## src/rtl/sha256_pkg.sv

```systemverilog
package sha256_pkg;

  localparam int COUNT_BITS = 61;

  typedef logic [COUNT_BITS-1:0] count_t;
  typedef logic [63:0]           len_t;

  localparam logic [5:0] PAD_LEN_POS = 6'd56;
  localparam logic [7:0] PAD_MARK    = 8'h80;

  localparam logic [31:0] HASH_INIT [8] = '{
    32'h6a09e667, 32'hbb67ae85, 32'h3c6ef372, 32'ha54ff53a,
    32'h510e527f, 32'h9b05688c, 32'h1f83d9ab, 32'h5be0cd19
  };

  typedef enum logic [2:0] {
    S_IDLE,
    S_LOAD,
    S_ROUND,
    S_FOLD,
    S_PAD,
    S_OUT
  } state_t;

  // Strobes from the sequencer to the schedule and round units.
  typedef struct packed {
    logic load;
    logic step;
    logic fold;
    logic reinit;
  } ctl_t;

  function automatic logic [31:0] rotr(input logic [31:0] x, input int n);
    rotr = (x >> n) | (x << (32 - n));
  endfunction

  function automatic logic [31:0] big_sig0(input logic [31:0] x);
    big_sig0 = rotr(x, 2) ^ rotr(x, 13) ^ rotr(x, 22);
  endfunction

  function automatic logic [31:0] big_sig1(input logic [31:0] x);
    big_sig1 = rotr(x, 6) ^ rotr(x, 11) ^ rotr(x, 25);
  endfunction

  function automatic logic [31:0] sml_sig0(input logic [31:0] x);
    sml_sig0 = rotr(x, 7) ^ rotr(x, 18) ^ (x >> 3);
  endfunction

  function automatic logic [31:0] sml_sig1(input logic [31:0] x);
    sml_sig1 = rotr(x, 17) ^ rotr(x, 19) ^ (x >> 10);
  endfunction

  function automatic logic [31:0] choose(input logic [31:0] e, input logic [31:0] f,
                                         input logic [31:0] g);
    choose = (e & f) ^ (~e & g);
  endfunction

  function automatic logic [31:0] majority(input logic [31:0] a, input logic [31:0] b,
                                           input logic [31:0] c);
    majority = (a & b) ^ (a & c) ^ (b & c);
  endfunction

  function automatic logic [31:0] round_k(input logic [5:0] t);
    logic [31:0] k;
    case (t)
      6'd0:  k = 32'h428a2f98;
      6'd1:  k = 32'h71374491;
      6'd2:  k = 32'hb5c0fbcf;
      6'd3:  k = 32'he9b5dba5;
      6'd4:  k = 32'h3956c25b;
      6'd5:  k = 32'h59f111f1;
      6'd6:  k = 32'h923f82a4;
      6'd7:  k = 32'hab1c5ed5;
      6'd8:  k = 32'hd807aa98;
      6'd9:  k = 32'h12835b01;
      6'd10: k = 32'h243185be;
      6'd11: k = 32'h550c7dc3;
      6'd12: k = 32'h72be5d74;
      6'd13: k = 32'h80deb1fe;
      6'd14: k = 32'h9bdc06a7;
      6'd15: k = 32'hc19bf174;
      6'd16: k = 32'he49b69c1;
      6'd17: k = 32'hefbe4786;
      6'd18: k = 32'h0fc19dc6;
      6'd19: k = 32'h240ca1cc;
      6'd20: k = 32'h2de92c6f;
      6'd21: k = 32'h4a7484aa;
      6'd22: k = 32'h5cb0a9dc;
      6'd23: k = 32'h76f988da;
      6'd24: k = 32'h983e5152;
      6'd25: k = 32'ha831c66d;
      6'd26: k = 32'hb00327c8;
      6'd27: k = 32'hbf597fc7;
      6'd28: k = 32'hc6e00bf3;
      6'd29: k = 32'hd5a79147;
      6'd30: k = 32'h06ca6351;
      6'd31: k = 32'h14292967;
      6'd32: k = 32'h27b70a85;
      6'd33: k = 32'h2e1b2138;
      6'd34: k = 32'h4d2c6dfc;
      6'd35: k = 32'h53380d13;
      6'd36: k = 32'h650a7354;
      6'd37: k = 32'h766a0abb;
      6'd38: k = 32'h81c2c92e;
      6'd39: k = 32'h92722c85;
      6'd40: k = 32'ha2bfe8a1;
      6'd41: k = 32'ha81a664b;
      6'd42: k = 32'hc24b8b70;
      6'd43: k = 32'hc76c51a3;
      6'd44: k = 32'hd192e819;
      6'd45: k = 32'hd6990624;
      6'd46: k = 32'hf40e3585;
      6'd47: k = 32'h106aa070;
      6'd48: k = 32'h19a4c116;
      6'd49: k = 32'h1e376c08;
      6'd50: k = 32'h2748774c;
      6'd51: k = 32'h34b0bcb5;
      6'd52: k = 32'h391c0cb3;
      6'd53: k = 32'h4ed8aa4a;
      6'd54: k = 32'h5b9cca4f;
      6'd55: k = 32'h682e6ff3;
      6'd56: k = 32'h748f82ee;
      6'd57: k = 32'h78a5636f;
      6'd58: k = 32'h84c87814;
      6'd59: k = 32'h8cc70208;
      6'd60: k = 32'h90befffa;
      6'd61: k = 32'ha4506ceb;
      6'd62: k = 32'hbef9a3f7;
      6'd63: k = 32'hc67178f2;
      default: k = '0;
    endcase
    round_k = k;
  endfunction

endpackage

```

## src/rtl/sha256_sched.sv

```systemverilog
module sha256_sched (
  input  logic                clk,
  input  sha256_pkg::ctl_t    ctl,
  input  logic [511:0]        blk,
  output logic [31:0]         sched_w
);

  logic [31:0] win [16];
  logic [31:0] w_new;

  // Window holds W[t] .. W[t+15]; the word shifted in is W[t+16].
  assign w_new = sha256_pkg::sml_sig1(win[14]) + win[9]
               + sha256_pkg::sml_sig0(win[1]) + win[0];
  assign sched_w = win[0];

  always_ff @(posedge clk) begin
    if (ctl.load) begin
      for (int i = 0; i < 16; i++) begin
        win[i] <= blk[511 - 32*i -: 32];
      end
    end else if (ctl.step) begin
      for (int i = 0; i < 15; i++) begin
        win[i] <= win[i+1];
      end
      win[15] <= w_new;
    end
  end

endmodule

```

## src/rtl/sha256_round.sv

```systemverilog
module sha256_round (
  input  logic                clk,
  input  logic                rst,
  input  sha256_pkg::ctl_t    ctl,
  input  logic [31:0]         round_k,
  input  logic [31:0]         sched_w,
  input  logic [2:0]          word_sel,
  output logic [31:0]         digest_word
);

  logic [31:0] chain [8];
  logic [31:0] v [8];
  logic [31:0] t1;
  logic [31:0] t2;

  assign t1 = v[7] + sha256_pkg::big_sig1(v[4]) + sha256_pkg::choose(v[4], v[5], v[6])
            + round_k + sched_w;
  assign t2 = sha256_pkg::big_sig0(v[0]) + sha256_pkg::majority(v[0], v[1], v[2]);

  assign digest_word = chain[word_sel];

  always_ff @(posedge clk) begin
    if (rst || ctl.reinit) begin
      chain <= sha256_pkg::HASH_INIT;
    end else if (ctl.fold) begin
      for (int i = 0; i < 8; i++) begin
        chain[i] <= chain[i] + v[i];
      end
    end
  end

  always_ff @(posedge clk) begin
    if (ctl.load) begin
      v <= chain;
    end else if (ctl.step) begin
      v[7] <= v[6];
      v[6] <= v[5];
      v[5] <= v[4];
      v[4] <= v[3] + t1;
      v[3] <= v[2];
      v[2] <= v[1];
      v[1] <= v[0];
      v[0] <= t1 + t2;
    end
  end

endmodule

```

## src/rtl/sha256_message_digest.sv

```systemverilog
// Channel   Direction  Handshake            Payload
// request   in         in_valid / in_stall  data_byte, byte_present, end_of_message
// digest    out        out_valid / out_stall digest_word, word_index, last_word
//
// A request that does not complete a 64-byte block is taken without stalling.
// A request that fills the block then holds in_stall through the load, the 64
// rounds of the shared round unit and the fold into the chain. End of message
// shifts pad bytes in one per cycle, pausing while a filled block is compressed
// (up to 72 with an extra block), then eight digest words, one per cycle unless
// out_stall holds the current word. Reset is synchronous and loads the initial hash.
module sha256_message_digest (
  input  logic         clk,
  input  logic         rst,
  input  logic         in_valid,
  output logic         in_stall,
  input  logic [7:0]   data_byte,
  input  logic         byte_present,
  input  logic         end_of_message,
  output logic         out_valid,
  input  logic         out_stall,
  output logic [31:0]  digest_word,
  output logic [2:0]   word_index,
  output logic         last_word
);

  sha256_pkg::state_t state, state_next;
  sha256_pkg::count_t byte_count, count_next;
  sha256_pkg::len_t   len, len_next;
  sha256_pkg::ctl_t   ctl;

  logic [511:0] blk;
  logic [5:0]   fill;
  logic [5:0]   rnd, rnd_next;
  logic [2:0]   idx, idx_next;
  logic         padding, padding_next;
  logic         marked, marked_next;
  logic         extra, extra_next;
  logic         last_blk, last_blk_next;
  logic         byte_wr;
  logic [7:0]   byte_val;
  logic [31:0]  sched_w;

  assign in_stall   = (state != sha256_pkg::S_IDLE);
  assign out_valid  = (state == sha256_pkg::S_OUT);
  assign word_index = idx;
  assign last_word  = (idx == '1);

  always_comb begin
    state_next    = state;
    count_next    = byte_count;
    len_next      = len;
    rnd_next      = rnd;
    idx_next      = idx;
    padding_next  = padding;
    marked_next   = marked;
    extra_next    = extra;
    last_blk_next = last_blk;
    byte_wr       = 1'b0;
    byte_val      = data_byte;
    ctl           = '0;
    case (state)
      sha256_pkg::S_IDLE: begin
        if (in_valid) begin
          if (byte_present) begin
            byte_wr    = 1'b1;
            count_next = sha256_pkg::count_t'(byte_count + 1'b1);
          end
          if (end_of_message) begin
            padding_next  = 1'b1;
            marked_next   = 1'b0;
            extra_next    = 1'b0;
            last_blk_next = 1'b0;
            len_next      = sha256_pkg::len_t'({count_next, 3'b000});
          end
          if (byte_present && fill == '1) begin
            state_next = sha256_pkg::S_LOAD;
          end else if (end_of_message) begin
            state_next = sha256_pkg::S_PAD;
          end
        end
      end
      sha256_pkg::S_LOAD: begin
        ctl.load   = 1'b1;
        rnd_next   = '0;
        state_next = sha256_pkg::S_ROUND;
      end
      sha256_pkg::S_ROUND: begin
        ctl.step = 1'b1;
        rnd_next = rnd + 1'b1;
        if (rnd == '1) begin
          state_next = sha256_pkg::S_FOLD;
        end
      end
      sha256_pkg::S_FOLD: begin
        ctl.fold = 1'b1;
        if (last_blk) begin
          idx_next   = '0;
          state_next = sha256_pkg::S_OUT;
        end else if (padding) begin
          state_next = sha256_pkg::S_PAD;
        end else begin
          state_next = sha256_pkg::S_IDLE;
        end
      end
      sha256_pkg::S_PAD: begin
        byte_wr = 1'b1;
        if (!marked) begin
          byte_val    = sha256_pkg::PAD_MARK;
          marked_next = 1'b1;
          // Mark too late for the length: pad out and use one more block.
          extra_next  = (fill >= sha256_pkg::PAD_LEN_POS);
        end else if (fill >= sha256_pkg::PAD_LEN_POS && !extra) begin
          byte_val = len[63:56];
          len_next = len << 8;
          if (fill == '1) begin
            last_blk_next = 1'b1;
          end
        end else begin
          byte_val = '0;
        end
        if (fill == '1) begin
          extra_next = 1'b0;
          state_next = sha256_pkg::S_LOAD;
        end
      end
      sha256_pkg::S_OUT: begin
        if (!out_stall) begin
          idx_next = idx + 1'b1;
          if (idx == '1) begin
            ctl.reinit    = 1'b1;
            count_next    = '0;
            padding_next  = 1'b0;
            last_blk_next = 1'b0;
            state_next    = sha256_pkg::S_IDLE;
          end
        end
      end
      default: begin
        state_next = sha256_pkg::S_IDLE;
      end
    endcase
  end

  always_ff @(posedge clk) begin
    if (rst) begin
      state      <= sha256_pkg::S_IDLE;
      byte_count <= '0;
      fill       <= '0;
      rnd        <= '0;
      idx        <= '0;
      padding    <= 1'b0;
      marked     <= 1'b0;
      extra      <= 1'b0;
      last_blk   <= 1'b0;
    end else begin
      state      <= state_next;
      byte_count <= count_next;
      rnd        <= rnd_next;
      idx        <= idx_next;
      padding    <= padding_next;
      marked     <= marked_next;
      extra      <= extra_next;
      last_blk   <= last_blk_next;
      if (byte_wr) begin
        fill <= fill + 1'b1;
      end
    end
  end

  // Shift bytes in; after 64 the first byte sits in the top bits.
  always_ff @(posedge clk) begin
    len <= len_next;
    if (byte_wr) begin
      blk <= {blk[503:0], byte_val};
    end
  end

  sha256_sched u_sched (
    .clk     (clk),
    .ctl     (ctl),
    .blk     (blk),
    .sched_w (sched_w)
  );

  sha256_round u_round (
    .clk         (clk),
    .rst         (rst),
    .ctl         (ctl),
    .round_k     (sha256_pkg::round_k(rnd)),
    .sched_w     (sched_w),
    .word_sel    (idx),
    .digest_word (digest_word)
  );

`ifndef SYNTHESIS
  a_round_end: assert property (@(posedge clk) disable iff (rst)
    state == sha256_pkg::S_ROUND && rnd == '1 |=> state == sha256_pkg::S_FOLD)
    else $error("round sequence did not end in fold");

  a_full_block: assert property (@(posedge clk) disable iff (rst)
    in_valid && !in_stall && byte_present && fill == '1 |=> state == sha256_pkg::S_LOAD)
    else $error("full block not sent to compression");

  a_out_start: assert property (@(posedge clk) disable iff (rst)
    $rose(out_valid) |-> word_index == '0 && fill == '0)
    else $error("digest output started misaligned");

  a_end_clear: assert property (@(posedge clk) disable iff (rst)
    out_valid && !out_stall && last_word |=>
      byte_count == '0 && state == sha256_pkg::S_IDLE && !padding)
    else $error("message state not cleared after digest");
`endif

endmodule

```

## config.mk

```make
export PLATFORM = sky130hd
export DESIGN_NAME = sha256_message_digest
export DESIGN_NICKNAME = d
export VERILOG_FILES = /design/src/rtl/sha256_pkg.sv /design/src/rtl/sha256_sched.sv /design/src/rtl/sha256_round.sv /design/src/rtl/sha256_message_digest.sv
export SDC_FILE = /design/constraint.sdc
export NUM_CORES = 2
export LEC_CHECK = 0
export BUFFER_PORTS_ARGS = -buffer_cell sky130_fd_sc_hd__buf_4
export CAP_MARGIN = 25
export CORE_ASPECT_RATIO = 1.4
export CORE_MARGIN = 1.5
export CORE_UTILIZATION = 50
export DETAILED_ROUTE_END_ITERATION = 16
export MAX_ROUTING_LAYER = met4
export PLACE_DENSITY = 0.65
export REMOVE_ABC_BUFFERS = 1
export SLEW_MARGIN = 10
export SYNTH_ARGS = -nofsm -noshare
export SYNTH_HDL_FRONTEND = slang
export SYNTH_HIERARCHICAL = 1
export SYNTH_SLANG_ARGS = --single-unit
```

## constraint.sdc

```tcl
create_clock -name clk -period 132.1 [get_ports clk]
set_input_delay 26.42 -clock clk [delete_from_list [all_inputs] [get_ports clk]]
set_output_delay 26.42 -clock clk [all_outputs]
set_load 0.1 [all_outputs]
```

## Word level (Yosys, flattened, before mapping)

Memory sizes are Yosys's and may differ from the RTL's. A register that Yosys moved wholly into a read port is not among the register bits.
Cells that the tools add are included.

| storage, ports and cells | value |
|---|---|
| memories | 2 |
| input port bits | 14 |
| memory bits (read-only) | 2,048 |
| memory bits (writable) | 512 |
| register bits | 1,171 |
| output and inout port bits | 38 |
| word-level logic and storage cells | 215 |

| cells by class | value |
|---|---|
| bitwise operators | 44 |
| order comparisons | 2 |
| equality and inequality tests | 19 |
| $add $sub $neg | 22 |
| mux-type cells | 79 |
| reductions and logical operators | 20 |

Memories:

| memory | depth | bits a word | rd ports | clocked after memory_dff | write ports | line | text |
|---|---|---|---|---|---|---|---|
| (no name shown) | 64 | 32 | 1 | 1 | 0 | sha256_pkg.sv:65 | `case (t)` |
| u_sched.win | 16 | 32 | 16 | 0 | 16 | sha256_sched.sv:8 | `logic [31:0] win [16];` |

Operators with widths:

| cell | count |
|---|---|
| 32-bit adder | 18 |
| 32-bit two-way mux | 18 |
| 256-bit two-way mux | 2 |
| 32-bit XOR | 9 |
| 64-bit two-way mux | 4 |
| 61-bit two-way mux | 4 |
| 32-bit AND | 5 |
| 64-bit case mux with 2 select lines | 1 |
| 61-bit case mux with 2 select lines | 1 |
| 32-bit binary-select mux with 3-bit select | 1 |
| 61-bit by 1-bit adder with 61-bit output, second input constant | 1 |
| 3-bit two-way mux | 11 |
| 32-bit NOT | 1 |
| 10-bit by 32-bit OR with 32-bit output | 1 |
| 13-bit by 32-bit OR with 32-bit output | 1 |
| 14-bit by 32-bit OR with 32-bit output | 1 |
| 15-bit by 32-bit OR with 32-bit output | 1 |
| 19-bit by 32-bit OR with 32-bit output | 1 |
| 21-bit by 32-bit OR with 32-bit output | 1 |
| 25-bit by 32-bit OR with 32-bit output | 1 |
| 26-bit by 32-bit OR with 32-bit output | 1 |
| 30-bit by 32-bit OR with 32-bit output | 1 |
| 7-bit by 32-bit OR with 32-bit output | 1 |
| 32-bit by 22-bit XOR with 32-bit output | 1 |
| other kinds (33) | 99 |

## Depth between registers and ports, before layout

| depth | value |
|---|---|
| word-level depth | 10 |
| mapped depth | 34 |
| mapped depth without buffers | 33 |

## Cells and area by module

The synthesis kept the hierarchy.

Modules (own cells, without submodules):

| module | area an instance (sq um) | seq. area each (sq um) | cells an instance | times used |
|---|---|---|---|---|
| sha256_round | 42,480.7 | 12,812.3 | 4,500 | 1 |
| sha256_message_digest | 26,610.5 | 19,508.7 | 1,961 | 1 |
| sha256_sched | 26,007.4 | 15,374.7 | 1,665 | 1 |

## Worst setup path after synthesis

No wires, ideal clock.

| timing | value |
|---|---|
| path kind | in2reg |
| from | in in_valid |
| to | reg fill[5] |
| stages on the path | 5 |
| library setup time | 0.071 ns |
| path slack | 66.010 ns |
| buffers on the path | 0 |
| arrival time | 66.019 ns |
| required time | 132.029 ns |
| path through | a21oi_1 nor3_1 nand4_1 or3_1 a21oi_1 |

| on the way | value |
|---|---|
| cells in the longest elaborated chain, start to end | 2 |

RTL lines:

| element | line | text |
|---|---|---|
| start: declaration | sha256_message_digest.sv:14 | `input logic in_valid,` |
| 1-bit two-way mux | sha256_message_digest.sv:63 | `if (in_valid) begin` |
| 1-bit case mux with 2 select lines | sha256_message_digest.sv:61 | `case (state)` |
| net byte_wr | sha256_message_digest.sv:39 | `logic byte_wr;` |
| end signal: assignment | sha256_message_digest.sv:165 | `fill <= fill + 1'b1;` |
| end: declaration | sha256_message_digest.sv:32 | `logic [5:0] fill;` |

The timed path passes the listed nets, and every way through them passes these cells.
A chain may end at the register's enable or synchronous reset.

## Final worst setup path

| timing | value |
|---|---|
| from | reg idx[0], in the netlist word_index[0] |
| to | out digest_word[30] |

| on the way | value |
|---|---|
| cells in the longest elaborated chain, start to end | 4 |

RTL lines:

| element | line | text |
|---|---|---|
| start: declaration | sha256_message_digest.sv:34 | `logic [2:0] idx, idx_next;` |
| start signal: assignment | sha256_message_digest.sv:159 | `idx <= idx_next;` |
| 3-bit NOT with 4-bit output (not written as such) | sha256_round.sv:20 | `assign digest_word = chain[word_sel];` |
| 32-bit binary-select mux with 3-bit select | sha256_round.sv:20 |  |
| 32-bit two-way mux (not written as such) (2 in series) | sha256_round.sv:20 |  |
| end: declaration | sha256_message_digest.sv:21 | `output logic [31:0] digest_word,` |

Every way passes these cells. The select of a mux whose other input is x is not followed.

==> impl_metrics.json <==
{
  "multiInputGateArea_um2": 43900,
  "start_kind": "register",
  "avgSynthCellArea_um2": 11.70,
  "wire_per_inst_um": 26.14,
  "maxCapViolCount": 0,
  "syn_to_final_growth_pct": 8.768,
  "cts_buffers": 170,
  "dpl_cell_area_um2": 97770,
  "min_path_cells": 0,
  "htree_levels": 4,
  "cp_slowest_cell": "dfxtp_4",
  "max_slew_margin_pct": 21.29,
  "synth_top_area_cell": "edfxtp_1",
  "synth_area_um2": 95100,
  "num_rows": 189,
  "top_level_ports": 52,
  "fin_nets": 8642,
  "postSynthCellCount": 8126,
  "dieHeight_um": 519.0,
  "synthDistinctLibCells": 117,
  "drive_gt1_share_pct": 15.29,
  "yosys_warnings": 6,
  "ctsHoldBuffers": 0,
  "grt_usage_pct": 29.59,
  "cpLargestDelayFamily": "buffers and inverters",
  "dr.pass1.iters": 6,
  "port_buffers": 51,
  "vias": 64149,
  "worstMarginPinSlew_ns": 1.171,
  "cp.depth": 4,
  "critPathKind": "register to primary output",
  "synth_edf_count": 1341,
  "grt_pass1_vias": 63630,
  "critical_path_buf_inv_count": 2,
  "yosysMostFrequentCell": "edfxtp_1",
  "path_cells": "buf_4 > mux4_2 > mux2_2 > buf_4",
  "die_area_um2": 192900,
  "seq_area_um2": 47700,
  "slowest_delay_ns": 0.86,
  "root_buffer": "clkbuf_16",
  "fmaxAchievable_ghz": 0.03310,
  "critical_path_required_ns": 105.68,
  "cts.sinks": 1712,
  "yosys-top-cells-area": "edfxtp_1 42%, mux2_2 8.5%, dfxtp_1 7.8%",
  "clk_pin_slew_ns": 0.06,
  "whs_ns": 0.4265,
  "synth.top_cells.by_count": "1341 x edfxtp_1, 718 x mux2_2, 568 x nand2_1, 529 x o21ai_0, 502 x inv_1",
  "clk_latency_ns": 0.84,
  "crit_top_cell": "buf_4",
  "synth_seq_cells": 1712,
  "outcome": "completed",
  "rr_worst_depth": 33,
  "worstPathArrival_ns": 3.79,
  "synthArstFlopShare_pct": 0,
  "start_util_pct": 50.27,
  "grt_setup_unrepaired": "false",
  "post_cts_buffers": 0,
  "num-fill-cells": 16100,
  "final.setup.tns_ns": 0,
  "drv_slew": 0,
  "post-route-drc-count": 0,
  "place_congestion": 0.9998,
  "timing_hold_violations_final": 0,
  "hold_path.class": "register to register",
  "ys.flop_type": "edfxtp_1",
  "grt_pass1_wl_um": 414700,
  "finalSetupViolCount": 0,
  "antenna_found_initial": 5,
  "cp-end-kind": "primary output",
  "period_minus_slack_ns": 30.21,
  "cts_resized": 0,
  "viasPerCell": 6.012,
  "path_max_fanout": 36,
  "fin_crit_sh_pct": 22.87,
  "yosysTopAreaCellShare_pct": 42.34,
  "dpl.hpwl_um": 201800,
  "overflow": 0,
  "core_area_um2": 189200,
  "fin_area_um2": 103400,
  "drt-initial-drc-count": 5599,
  "grt_max_degree": 173,
  "yosysSeqAreaShare_pct": 50.15,
  "finClkSkew_ns": 0.05528,
  "drt_wl_total_um": 278900,
  "cts_tree": "built",
  "cts.path.max_buffers": 3,
  "die_w_um": 371.6,
  "ant_nets": 0
}
final timing paths:
check	start	to	slack (ns)
setup / recovery	word_index[0]$_SDFFE_PP0P_	digest_word[30]	101.89
hold / removal	blk[18]$_DFFE_PP_	blk[26]$_DFFE_PP_	0.43
setup reg to reg	u_round/v[123]$_DFFE_PP_	u_round/v[255]$_DFFE_PP_	122.43
hold reg to reg	blk[18]$_DFFE_PP_	blk[26]$_DFFE_PP_	0.43
placed cells by master (no fill, tap or decap), drive strengths merged, types with 64 or more instances in the layout:
| master | Yosys | final |
|---|---|---|
| fa | 195 | 195 |
| o21ai | 545 | 545 |
| mux2i | 114 | 114 |
| nand2 | 569 | 569 |
| inv | 504 | 513 |
| nor2 | 435 | 435 |
| dfxtp | 371 | 371 |
| xor2 | 222 | 222 |
| buf | 115 | 142 |
| o21a | 69 | 69 |
| nand3 | 117 | 117 |
| a211oi | 70 | 70 |
| a21o | 203 | 203 |
| edfxtp | 1341 | 1341 |
| clkbuf | 284 | 229 |
| ha | 392 | 392 |
| xnor2 | 390 | 390 |
| nor3 | 109 | 109 |
| mux2 | 718 | 718 |
| a21oi | 462 | 462 |
| mux4 | 64 | 64 |
metal layers:
metal | vias up | part of all wire (%) | GRT usage [%]
met2 | 1902 | 50 | 48.53
met4 | 0 | 6.6 | 16.89
met3 | 646 | 4.5 | 3.599
met5 | - | 0 | -
met1 | 32116 | 39 | 35.11
li1 | 29485 | - | -
per-stage QoR:
| stage | setup slack [ns] | utilization [%] | std cells |
|---|---|---|---|
| 6_report | 101.89 | 54.68 | 10671 |
| 5_1_grt | 101.69 | 54.67 | 10669 |
| 4_1_cts | 101.74 | 54.64 | 10661 |
| 3_5_place_dp | 102.18 | 51.68 | 10349 |
| 3_3_place_gp | 102.13 | 51.68 | 10348 |
| 2_1_floorplan | 65.98 | - | 7727 |
registers in the layout (all words and copies together), names as in the netlist, 3 cells and up, named ones only:
| register | flops |
|---|---|
| blk | 512 |
| u_sched/win | 512 |
| u_round/chain | 256 |
| u_round/v | 256 |
| byte_count | 61 |
| len | 61 |
| fill | 6 |
| rnd | 6 |
| state | 3 |
| word_index | 3 |
kinds of logic (layout without fill, tap and decap cells):
| logic type | count (synthesis) | after routing | synth area share, % |
|---|---|---|---|
| buffers and inverters | 908 | 963 | 3.765 |
| multiplexers | 896 | 896 | 11.22 |
| adder cells (fa/ha/maj) | 590 | 590 | 9.294 |
| other | 0 | 7 | 0 |
| flip-flops | 1712 | 1712 | 50.15 |
| AO/OA/AOI/OAI | 1798 | 1798 | 11.99 |
| XOR/XNOR | 614 | 614 | 5.684 |
| AND/OR/NAND/NOR | 1608 | 1608 | 7.898 |
layout make-up:
class / count / area share, %
Multi-Input combinational cell: 5506 / 42.44
Timing Repair Buffer: 142 / 1.156
Antenna cell: 7 / 0.01693
Clock inverter: 83 / 0.9580
Sequential cell: 1712 / 46.12
Tap cell: 2483 / 3.003
Clock buffer: 229 / 4.447
Inverter: 509 / 1.859
Power is left out: the tool's default activity adds up to more than one toggle a clock period on the data nets, which glitch-free logic cannot reach.
